[src/rtl/core/mrfp_pkg.sv]
// ----------------------------------------------------------------------------
// mrfp_pkg: shared types and constants of the radio frame parser
// Frame geometry, protobuf wire codes, result codes and the transfer structs.
// ----------------------------------------------------------------------------
`default_nettype none

package mrfp_pkg;

	// frame geometry
	localparam int unsigned MaxFrameBytes = 255;
	localparam int unsigned HdrBytes      = 16;
	localparam int unsigned OffsetW       = $clog2(MaxFrameBytes + 1);
	localparam int unsigned LenW          = $clog2(MaxFrameBytes + 1);

	// varint limits: count holds 0 .. VarintMaxBytes-1
	localparam int unsigned VarintMaxBytes = 10;
	localparam int unsigned VarintCntW     = $clog2(VarintMaxBytes);

	// result queue
	localparam int unsigned QDepth = 4;
	localparam int unsigned QPtrW  = $clog2(QDepth);
	localparam int unsigned QCntW  = $clog2(QDepth + 1);

	// protobuf wire types
	localparam logic [2:0] WIRE_VARINT  = 3'd0;
	localparam logic [2:0] WIRE_FIXED64 = 3'd1;
	localparam logic [2:0] WIRE_LEN     = 3'd2;
	localparam logic [2:0] WIRE_FIXED32 = 3'd5;

	// fixed field lengths
	localparam logic [LenW-1:0] LEN_FIXED64 = LenW'(8);
	localparam logic [LenW-1:0] LEN_FIXED32 = LenW'(4);

	// result kinds
	localparam logic [1:0] KIND_BODY    = 2'd0;
	localparam logic [1:0] KIND_PAYLOAD = 2'd1;
	localparam logic [1:0] KIND_SUMMARY = 2'd2;

	// summary status
	localparam logic [1:0] STAT_DECODED     = 2'd0;
	localparam logic [1:0] STAT_UNDECODABLE = 2'd1;
	localparam logic [1:0] STAT_SHORT       = 2'd2;

	// body parser phase
	typedef enum logic [1:0] {
		PH_TAG,
		PH_VALUE,
		PH_LENGTH,
		PH_BYTES
	} phase_t;

	// class of the field being parsed
	typedef enum logic [1:0] {
		CLS_OTHER,
		CLS_PORT,
		CLS_PAYLOAD
	} field_cls_t;

	typedef struct packed {
		logic [7:0] data_byte;
		logic       last_byte;
	} in_item_t;

	typedef struct packed {
		logic [1:0]  item_kind;
		logic [7:0]  body_byte;
		logic [31:0] destination;
		logic [31:0] source_node;
		logic [31:0] packet_id;
		logic [2:0]  hop_limit;
		logic        want_ack;
		logic        via_mqtt;
		logic [2:0]  hop_start;
		logic [7:0]  channel_hash;
		logic [31:0] port_number;
		logic [1:0]  status;
	} out_item_t;

	// decoder view after the current body byte
	typedef struct packed {
		logic        payload;
		logic        ok;
		logic [31:0] port;
	} dec_status_t;

endpackage

`default_nettype wire

[src/rtl/core/mrfp_wire_decoder.sv]
// ----------------------------------------------------------------------------
// mrfp_wire_decoder: protobuf body decoder
// Walks tags, varints and length-delimited fields one body byte per step.
// ----------------------------------------------------------------------------
`default_nettype none

module mrfp_wire_decoder (
	input  wire logic                 clk,
	input  wire logic                 arst_n,
	input  wire logic                 step,
	input  wire logic                 clear,
	input  wire logic [7:0]           data_byte,
	output mrfp_pkg::dec_status_t     dec
);

	mrfp_pkg::phase_t                      phase_q, phase_nx;
	mrfp_pkg::field_cls_t                  cls_q, cls_nx;
	logic [31:0]                           low_q, low_nx, low_feed;
	logic                                  hi_q, hi_nx, hi_feed;
	logic [mrfp_pkg::VarintCntW-1:0]       cnt_q, cnt_nx;
	logic [mrfp_pkg::LenW-1:0]             left_q, left_nx;
	logic [31:0]                           port_q, port_nx;
	logic                                  failed_q, failed_nx;
	logic [2:0]                            wire_type;
	logic                                  is_field1, is_field2;

	// merge this byte into the varint: low 32 bits kept, upper bits as a sticky flag
	always_comb begin
		low_feed = low_q;
		hi_feed  = hi_q;
		unique case (cnt_q)
			4'd0: low_feed = low_q | {25'd0, data_byte[6:0]};
			4'd1: low_feed = low_q | {18'd0, data_byte[6:0], 7'd0};
			4'd2: low_feed = low_q | {11'd0, data_byte[6:0], 14'd0};
			4'd3: low_feed = low_q | {4'd0, data_byte[6:0], 21'd0};
			4'd4: begin
				low_feed = low_q | {data_byte[3:0], 28'd0};
				hi_feed  = hi_q | (|data_byte[6:4]);
			end
			4'd9: hi_feed = hi_q | data_byte[0];
			default: hi_feed = hi_q | (|data_byte[6:0]);
		endcase
	end

	// tag decode on the completed varint
	assign wire_type = low_feed[2:0];
	assign is_field1 = !hi_feed && (low_feed[31:3] == 29'd1);
	assign is_field2 = !hi_feed && (low_feed[31:3] == 29'd2);

	// next state
	always_comb begin
		phase_nx  = phase_q;
		cls_nx    = cls_q;
		low_nx    = low_q;
		hi_nx     = hi_q;
		cnt_nx    = cnt_q;
		left_nx   = left_q;
		port_nx   = port_q;
		failed_nx = failed_q;
		if (step && !failed_q) begin
			if (phase_q == mrfp_pkg::PH_BYTES) begin
				left_nx = left_q - 1'b1;
				if (left_q == mrfp_pkg::LenW'(1)) begin
					phase_nx = mrfp_pkg::PH_TAG;
				end
			end else if (data_byte[7]) begin
				// continuation byte
				if (cnt_q == mrfp_pkg::VarintCntW'(mrfp_pkg::VarintMaxBytes - 1)) begin
					failed_nx = 1'b1;
				end else begin
					cnt_nx = cnt_q + 1'b1;
					low_nx = low_feed;
					hi_nx  = hi_feed;
				end
			end else begin
				// varint complete: accumulator restarts in every case
				low_nx = '0;
				hi_nx  = 1'b0;
				cnt_nx = '0;
				unique case (phase_q)
					mrfp_pkg::PH_TAG: begin
						if (is_field1 && wire_type == mrfp_pkg::WIRE_VARINT) begin
							cls_nx   = mrfp_pkg::CLS_PORT;
							phase_nx = mrfp_pkg::PH_VALUE;
						end else if (is_field2 && wire_type == mrfp_pkg::WIRE_LEN) begin
							cls_nx   = mrfp_pkg::CLS_PAYLOAD;
							phase_nx = mrfp_pkg::PH_LENGTH;
						end else begin
							cls_nx = mrfp_pkg::CLS_OTHER;
							priority if (wire_type == mrfp_pkg::WIRE_VARINT) begin
								phase_nx = mrfp_pkg::PH_VALUE;
							end else if (wire_type == mrfp_pkg::WIRE_LEN) begin
								phase_nx = mrfp_pkg::PH_LENGTH;
							end else if (wire_type == mrfp_pkg::WIRE_FIXED64) begin
								phase_nx = mrfp_pkg::PH_BYTES;
								left_nx  = mrfp_pkg::LEN_FIXED64;
							end else if (wire_type == mrfp_pkg::WIRE_FIXED32) begin
								phase_nx = mrfp_pkg::PH_BYTES;
								left_nx  = mrfp_pkg::LEN_FIXED32;
							end else begin
								failed_nx = 1'b1;
							end
						end
					end
					mrfp_pkg::PH_VALUE: begin
						if (cls_q == mrfp_pkg::CLS_PORT) begin
							port_nx = low_feed;
						end
						phase_nx = mrfp_pkg::PH_TAG;
					end
					mrfp_pkg::PH_LENGTH: begin
						priority if (hi_feed || low_feed > 32'(mrfp_pkg::MaxFrameBytes)) begin
							failed_nx = 1'b1;
						end else if (low_feed == 32'd0) begin
							phase_nx = mrfp_pkg::PH_TAG;
						end else begin
							phase_nx = mrfp_pkg::PH_BYTES;
							left_nx  = low_feed[mrfp_pkg::LenW-1:0];
						end
					end
					mrfp_pkg::PH_BYTES: begin
						// handled above
					end
				endcase
			end
		end
	end

	// outputs: payload flag for this byte, end-of-frame verdict after it
	always_comb begin
		dec.payload = step && !failed_q && phase_q == mrfp_pkg::PH_BYTES &&
			cls_q == mrfp_pkg::CLS_PAYLOAD;
		dec.ok      = !failed_nx && phase_nx == mrfp_pkg::PH_TAG &&
			cnt_nx == '0 && port_nx != 32'd0;
		dec.port    = port_nx;
	end

	// state registers; clear returns to frame start
	always_ff @(posedge clk or negedge arst_n) begin
		if (!arst_n) begin
			phase_q  <= mrfp_pkg::PH_TAG;
			cls_q    <= mrfp_pkg::CLS_OTHER;
			low_q    <= '0;
			hi_q     <= 1'b0;
			cnt_q    <= '0;
			left_q   <= '0;
			port_q   <= '0;
			failed_q <= 1'b0;
		end else if (clear) begin
			phase_q  <= mrfp_pkg::PH_TAG;
			cls_q    <= mrfp_pkg::CLS_OTHER;
			low_q    <= '0;
			hi_q     <= 1'b0;
			cnt_q    <= '0;
			left_q   <= '0;
			port_q   <= '0;
			failed_q <= 1'b0;
		end else begin
			phase_q  <= phase_nx;
			cls_q    <= cls_nx;
			low_q    <= low_nx;
			hi_q     <= hi_nx;
			cnt_q    <= cnt_nx;
			left_q   <= left_nx;
			port_q   <= port_nx;
			failed_q <= failed_nx;
		end
	end

	// checks
	a_cnt_range: assert property (@(posedge clk) disable iff (!arst_n)
		cnt_q <= mrfp_pkg::VarintCntW'(mrfp_pkg::VarintMaxBytes - 1))
		else $error("varint count out of range");
	a_bytes_left: assert property (@(posedge clk) disable iff (!arst_n)
		phase_q == mrfp_pkg::PH_BYTES |-> left_q != '0)
		else $error("byte run with nothing left");
	a_clear_idle: assert property (@(posedge clk) disable iff (!arst_n)
		clear |=> (phase_q == mrfp_pkg::PH_TAG && !failed_q && port_q == 32'd0))
		else $error("decoder not back at frame start");

endmodule

`default_nettype wire

[src/rtl/core/mrfp_result_queue.sv]
// ----------------------------------------------------------------------------
// mrfp_result_queue: result output queue
// Four-entry queue taking up to two results per cycle when it has room for two, one per transfer out.
// ----------------------------------------------------------------------------
`default_nettype none

module mrfp_result_queue (
	input  wire logic                  clk,
	input  wire logic                  arst_n,
	input  wire logic [1:0]            push_n,
	input  wire mrfp_pkg::out_item_t   item_a,
	input  wire mrfp_pkg::out_item_t   item_b,
	output logic                       room,
	output logic                       result_valid,
	input  wire logic                  result_stall,
	output mrfp_pkg::out_item_t        result
);

	mrfp_pkg::out_item_t               mem_q [mrfp_pkg::QDepth];
	logic [mrfp_pkg::QPtrW-1:0]        wr_q, rd_q, wr_next1;
	logic [mrfp_pkg::QCntW-1:0]        cnt_q;
	logic                              pop;

	assign pop          = result_valid && !result_stall;
	assign result_valid = cnt_q != '0;
	assign result       = mem_q[rd_q];
	// room for a full pair, judged on the registered count
	assign room         = cnt_q <= mrfp_pkg::QCntW'(mrfp_pkg::QDepth - 2);
	assign wr_next1     = wr_q + 1'b1;

	// storage
	always_ff @(posedge clk) begin
		if (push_n != 2'd0) begin
			mem_q[wr_q] <= item_a;
		end
		if (push_n == 2'd2) begin
			mem_q[wr_next1] <= item_b;
		end
	end

	// pointers and fill count
	always_ff @(posedge clk or negedge arst_n) begin
		if (!arst_n) begin
			wr_q  <= '0;
			rd_q  <= '0;
			cnt_q <= '0;
		end else begin
			wr_q  <= wr_q + mrfp_pkg::QPtrW'(push_n);
			rd_q  <= rd_q + mrfp_pkg::QPtrW'(pop);
			cnt_q <= cnt_q + mrfp_pkg::QCntW'(push_n) - mrfp_pkg::QCntW'(pop);
		end
	end

	// checks
	a_no_overflow: assert property (@(posedge clk) disable iff (!arst_n)
		push_n != 2'd0 |-> room)
		else $error("result pushed without room");
	a_cnt_bound: assert property (@(posedge clk) disable iff (!arst_n)
		cnt_q <= mrfp_pkg::QCntW'(mrfp_pkg::QDepth))
		else $error("queue count above depth");
	a_empty_ptrs: assert property (@(posedge clk) disable iff (!arst_n)
		cnt_q == '0 |-> rd_q == wr_q)
		else $error("empty queue with pointers apart");

endmodule

`default_nettype wire

[src/rtl/core/mesh_radio_frame_parser.sv]
// ----------------------------------------------------------------------------
// mesh_radio_frame_parser: radio frame header and body parser
// Unpacks the 16-byte header and decodes the protobuf body byte by byte.
// ----------------------------------------------------------------------------
//  channel   ports                                  carries
//  frame     frame_valid / frame_stall / frame      one frame byte + last mark
//  result    result_valid / result_stall / result   body byte echo or summary
//
//  One byte is taken per cycle while frame_stall is low; bytes land in an
//  input register and are parsed into the result queue on the next edge
//  when it has room for two. A body byte yields one result, a last byte one
//  summary more; header bytes yield none except a summary. Results leave
//  from the queue. Reset clears all parse state; frame_stall rises only
//  when the queue holds more than two results.
// ----------------------------------------------------------------------------
`default_nettype none

module mesh_radio_frame_parser (
	input  wire logic                 clk,
	input  wire logic                 arst_n,
	input  wire logic                 frame_valid,
	output logic                      frame_stall,
	input  wire mrfp_pkg::in_item_t   frame,
	output logic                      result_valid,
	input  wire logic                 result_stall,
	output mrfp_pkg::out_item_t       result
);

	logic                              valid_s1;
	logic [7:0]                        data_s1;
	logic                              last_s1;
	logic                              room, advance, in_hdr, short_frame, body_step;
	logic [mrfp_pkg::OffsetW-1:0]      off_q;
	logic [31:0]                       dest_q, src_q, id_q;
	logic [7:0]                        flags_q, chan_q;
	mrfp_pkg::dec_status_t             dec;
	mrfp_pkg::out_item_t               body_item, sum_item, item_a, item_b;
	logic [1:0]                        push_n;

	assign frame_stall = valid_s1 && !room;
	assign advance     = valid_s1 && room;
	assign in_hdr      = off_q < mrfp_pkg::OffsetW'(mrfp_pkg::HdrBytes);
	assign short_frame = off_q < mrfp_pkg::OffsetW'(mrfp_pkg::HdrBytes - 1);
	assign body_step   = advance && !in_hdr;

	// input register
	always_ff @(posedge clk or negedge arst_n) begin
		if (!arst_n) begin
			valid_s1 <= 1'b0;
		end else if (frame_valid && !frame_stall) begin
			valid_s1 <= 1'b1;
		end else if (advance) begin
			valid_s1 <= 1'b0;
		end
	end

	always_ff @(posedge clk) begin
		if (frame_valid && !frame_stall) begin
			data_s1 <= frame.data_byte;
			last_s1 <= frame.last_byte;
		end
	end

	// header capture and byte offset
	always_ff @(posedge clk or negedge arst_n) begin
		if (!arst_n) begin
			off_q   <= '0;
			dest_q  <= '0;
			src_q   <= '0;
			id_q    <= '0;
			flags_q <= '0;
			chan_q  <= '0;
		end else if (advance) begin
			if (last_s1) begin
				off_q   <= '0;
				dest_q  <= '0;
				src_q   <= '0;
				id_q    <= '0;
				flags_q <= '0;
				chan_q  <= '0;
			end else begin
				if (in_hdr) begin
					unique case (off_q[3:2])
						2'd0: dest_q[{off_q[1:0], 3'b000} +: 8] <= data_s1;
						2'd1: src_q[{off_q[1:0], 3'b000} +: 8]  <= data_s1;
						2'd2: id_q[{off_q[1:0], 3'b000} +: 8]   <= data_s1;
						2'd3: begin
							if (off_q[1:0] == 2'd0) begin
								flags_q <= data_s1;
							end
							if (off_q[1:0] == 2'd1) begin
								chan_q <= data_s1;
							end
						end
					endcase
				end
				// offset saturates on overlong frames
				if (off_q < mrfp_pkg::OffsetW'(mrfp_pkg::MaxFrameBytes)) begin
					off_q <= off_q + 1'b1;
				end
			end
		end
	end

	mrfp_wire_decoder u_decoder (
		.clk       (clk),
		.arst_n    (arst_n),
		.step      (body_step),
		.clear     (advance && last_s1),
		.data_byte (data_s1),
		.dec       (dec)
	);

	// result items
	always_comb begin
		body_item           = '0;
		body_item.item_kind = dec.payload ? mrfp_pkg::KIND_PAYLOAD : mrfp_pkg::KIND_BODY;
		body_item.body_byte = data_s1;

		sum_item           = '0;
		sum_item.item_kind = mrfp_pkg::KIND_SUMMARY;
		if (short_frame) begin
			sum_item.status = mrfp_pkg::STAT_SHORT;
		end else begin
			sum_item.destination  = dest_q;
			sum_item.source_node  = src_q;
			sum_item.packet_id    = id_q;
			sum_item.hop_limit    = flags_q[2:0];
			sum_item.want_ack     = flags_q[3];
			sum_item.via_mqtt     = flags_q[4];
			sum_item.hop_start    = flags_q[7:5];
			sum_item.channel_hash = chan_q;
			sum_item.port_number  = dec.ok ? dec.port : 32'd0;
			sum_item.status       = dec.ok ? mrfp_pkg::STAT_DECODED
				: mrfp_pkg::STAT_UNDECODABLE;
		end
	end

	// queue push: body echo first, summary after it
	always_comb begin
		item_a = body_item;
		item_b = sum_item;
		push_n = 2'd0;
		if (advance) begin
			if (!in_hdr) begin
				push_n = last_s1 ? 2'd2 : 2'd1;
			end else begin
				item_a = sum_item;
				push_n = last_s1 ? 2'd1 : 2'd0;
			end
		end
	end

	mrfp_result_queue u_queue (
		.clk          (clk),
		.arst_n       (arst_n),
		.push_n       (push_n),
		.item_a       (item_a),
		.item_b       (item_b),
		.room         (room),
		.result_valid (result_valid),
		.result_stall (result_stall),
		.result       (result)
	);

	// checks
	a_payload_in_body: assert property (@(posedge clk) disable iff (!arst_n)
		dec.payload |-> body_step)
		else $error("payload flag outside a body byte");
	a_pair_on_last: assert property (@(posedge clk) disable iff (!arst_n)
		push_n == 2'd2 |-> (last_s1 && body_step))
		else $error("two results without a last body byte");
	a_frame_restart: assert property (@(posedge clk) disable iff (!arst_n)
		advance && last_s1 |=> off_q == '0)
		else $error("offset not cleared after frame end");

endmodule

`default_nettype wire

[config.mk]
export PLATFORM = sky130hd
export DESIGN_NAME = mesh_radio_frame_parser
export DESIGN_NICKNAME = d
export VERILOG_FILES = /design/src/rtl/core/mrfp_pkg.sv /design/src/rtl/core/mrfp_wire_decoder.sv /design/src/rtl/core/mrfp_result_queue.sv /design/src/rtl/core/mesh_radio_frame_parser.sv
export SDC_FILE = /design/constraint.sdc
export NUM_CORES = 1
export LEC_CHECK = 0
export BUFFER_PORTS_ARGS = -buffer_cell sky130_fd_sc_hd__buf_2
export CAP_MARGIN = 20
export CORE_AREA = 4 4 332 334
export CTS_CLUSTER_SIZE = 30
export DETAILED_ROUTE_END_ITERATION = 8
export DIE_AREA = 0 0 336 338
export SLEW_MARGIN = 20
export SYNTH_ARGS = -nofsm -noshare
export SYNTH_HDL_FRONTEND = slang
export SYNTH_SLANG_ARGS = --single-unit
[constraint.sdc]
create_clock -name clk -period 8.5 [get_ports clk]
set_input_delay 0.85 -clock clk [delete_from_list [all_inputs] [get_ports clk]]
set_output_delay 0.85 -clock clk [all_outputs]
set_load 0.01 [all_outputs]
==> impl_results.md <==
- Synth cell types: 75
- Avg Cell Area, Syn: 12.5 um2
- Max-slew violations: 0
- Max clock buf depth: 3
- Core Box Area: 107000 um2
- Ports: 171
- Worst setup path class: flip-flop to flip-flop
- Crit start category: flip-flop
- # fillers: 10200
- Final setup fails: 0
- Post-route ant nets: 0
- Number of max-cap violations: 0
- Starting Density: 33.9%
- Most frequent cell after synthesis: edfxtp_1
- Syn nets: 2932
- Clk Latency, worst-skew pair: 680 ps
- Final min period: between 4000 and 5000 ps
- Asr flop ratio synth: 24.9%
- CP Capture Type: flip-flop
- Run status: finished clean
- Max Clk Rate: 209 MHz
- Die outline area: 114000 um2
- Seq. cell area: between 20000 and 25000 um2
- H-tree depth: 3
- DRC viols: 0
- Critical Path AT: 5250 ps
- VDD IR max: roughly 0.00018 V
- CP required: roughly 9000 ps
- Initial antenna violation count: 7
- Setup TNS: 0 ps
- CTS tree: built
- Metal3 WL: 5550 um
- Ys Warns: 0
- Synth area leaders: edfxtp_1, dfrtp_1, mux4_2
- Synthesized area: 36300 um2
- Cell taking the most area after synthesis: edfxtp_1
- Die Span Y: 338 um
- Placer Congestion: 0.803
- Layout area overhead: 15.0%
- Clock skew: 55.7 ps
- Register area share after synthesis: between 60% and 70%
- Vias per cell: 5.22
- Site row count: 120
- Initial DRC Count: roughly 2100
- Clk sinks: 843
- RSZ-0062 raised after global routing: no
- Die Width: 336 um
- Slew at the pin with the worst max-slew slack: 1080 ps
- DPL Wire Length: 58500 um
- Min-delay worst type: input port to asynchronous set/reset pin
- IO Port Bufs: 170
- GR Overflow Total: 0
- Share of layout cells above drive strength 1: a little under a fifth
- M1 WL: 41100 um
- Dpl ws: 3570 ps
- Mapped Cells: 2901
- Multi-input gate area: 11600 um2
- Nets: 3024
- Via count: between 20000 and 25000
- Clk root buf: clkbuf_16
- Largest net degree at the start of global routing: ~130
- Routed WL: 97800 um
- Detailed Routing Iterations Pass 1: 5
- Num CTS Buffers: 91
- CP max FO: 67
- Total power: ~13000 uW
- Post-synthesis register bit count: approximately 840
- Met2 Wirelength: 49000 um
- Drt wl/cell: 21.8 um
- Vias in the first global route: 23400
- All-Layer GR Usage: 17.1%
- # resized after CTS: 0
- Top cell type's share of synthesized area: 49.1%
- Final hold viol count: 0
- Final period utilization: 56.2%
- Clock-pin slew of the registers on the worst-case setup and hold paths: 60 ps
- Fin worst setup slack: 3720 ps
- Pwr dens: roughly 300 nW/um2
- Relative slew margins: 27.9%
- CTS Hold Buffers Added: 0
- Synth top cells by count: edfxtp_1, nor2_1, nand2_1, dfrtp_1, clkbuf_1
- Ys flop type: edfxtp_1
- First-pass GRT wire length: 149000 um
- P_leak: 0.0141 uW
- R2R Setup Slk: 3720 ps
- Uppermost layer routed: met5
- Post-CTS Setup Repair Bufs: 0
- EDFF count, synth: just under 600
- Reg2Reg Depth: 11
-- critical path: stages (launching register included) --
cell      delay [ps]
dfrtp_1          420
nor4_2           540
inv_2            180
ha_1             350
nand2b_1         150
nand4_1          840
nor2_1           540
nor2_4            30
buf_4            390
nor2_4           780
nand2_1          110
nor3_1           190
-- power breakdown --
part	switching [uW]	total, uW	internal, uW
logic	1990	3290	1300
clock network	1690	4100	2410
registers	309	5240	4930
-- through the flow --
stage          std cells  utilization (%)  area [um2]  hold WS, ps
2_1_floorplan       2901                -       36300          418
3_3_place_gp        4301             36.0       38500          427
3_5_place_dp        4302             36.0       38500          433
4_1_cts             4474             39.0       41700          280
5_1_grt             4476             39.0       41700          320
6_report            4479             39.0       41700          253
-- final cells by class --
class / count / share of cell area, %
antenna: 4 / 0.0240
clock buffer: 133 / 6.29
clock inverter: 39 / 1.26
inverter: 20 / 0.180
multi-input combinational: 1822 / 27.8
sequential: 843 / 57.2
tap: 1403 / 4.21
timing repair buffer: 215 / 2.98
-- cells in the final DEF, fill, tap and decap left out, types with 5 or more instances in the layout --
cell / n
o21ai_0: 120
o21ai_1: 18
ha_1: 17
nor2b_1: 14
clkbuf_16: 92
edfxtp_1: 593
buf_4: 39
nor2_1: 578
bufinv_16: 8
mux2i_1: 5
nor4_1: 30
and2_1: 36
buf_2: 170
clkinv_1: 5
nor3_1: 130
a32o_1: 24
nor2_4: 7
clkinv_2: 14
mux2_2: 17
dfrtp_1: 208
clkbuf_8: 17
xor2_1: 6
nand4_1: 11
clkbuf_1: 24
nand3_1: 14
inv_1: 19
and3_1: 6
nand2_1: 417
a21oi_1: 117
xnor2_1: 10
dfxtp_1: 40
nand2b_1: 5
mux4_2: 156
-- routing by layer --
| metal | up-vias | global-route usage, % |
|---|---|---|
| met5 | - | 0 |
| met4 | 2 | 4.45 |
| met3 | 135 | 2.84 |
| met2 | 696 | 28.9 |
| met1 | 11900 | 23.0 |
| li1 | 10600 | - |
-- state kept, by name, indices dropped and copies added (netlist names), 4 cells and up --
signal,cells
chan_q,8
u_decoder.low_q,32
u_decoder.port_q,32
id_q,32
data_s1,8
u_decoder.left_q,8
off_q,8
src_q,32
u_queue.mem_q,624
dest_q,32
flags_q,8
u_decoder.cnt_q,4
-- path summary, 6_finish.rpt --
kind,from,end
hold reg to reg,u_queue.mem_q[3][155],u_queue.mem_q[3][155]
max in group asynchronous,arst_n,src_q[24]
setup reg to reg,off_q[7],u_queue.mem_q[2][14]
min in group clk,frame[8],data_s1[7]
hold / removal,arst_n,u_decoder.port_q[9]
setup / recovery,off_q[7],u_queue.mem_q[2][14]
-- logic make-up after synthesis --
family          synth area share (%)
compound gates                  5.15
buf+inv                         2.57
xor+xnor                       0.386
simple gates                    15.1
flops                           65.8
fa+ha+maj                      0.642
mux                             10.4
(Power assumes the default switching activity.)
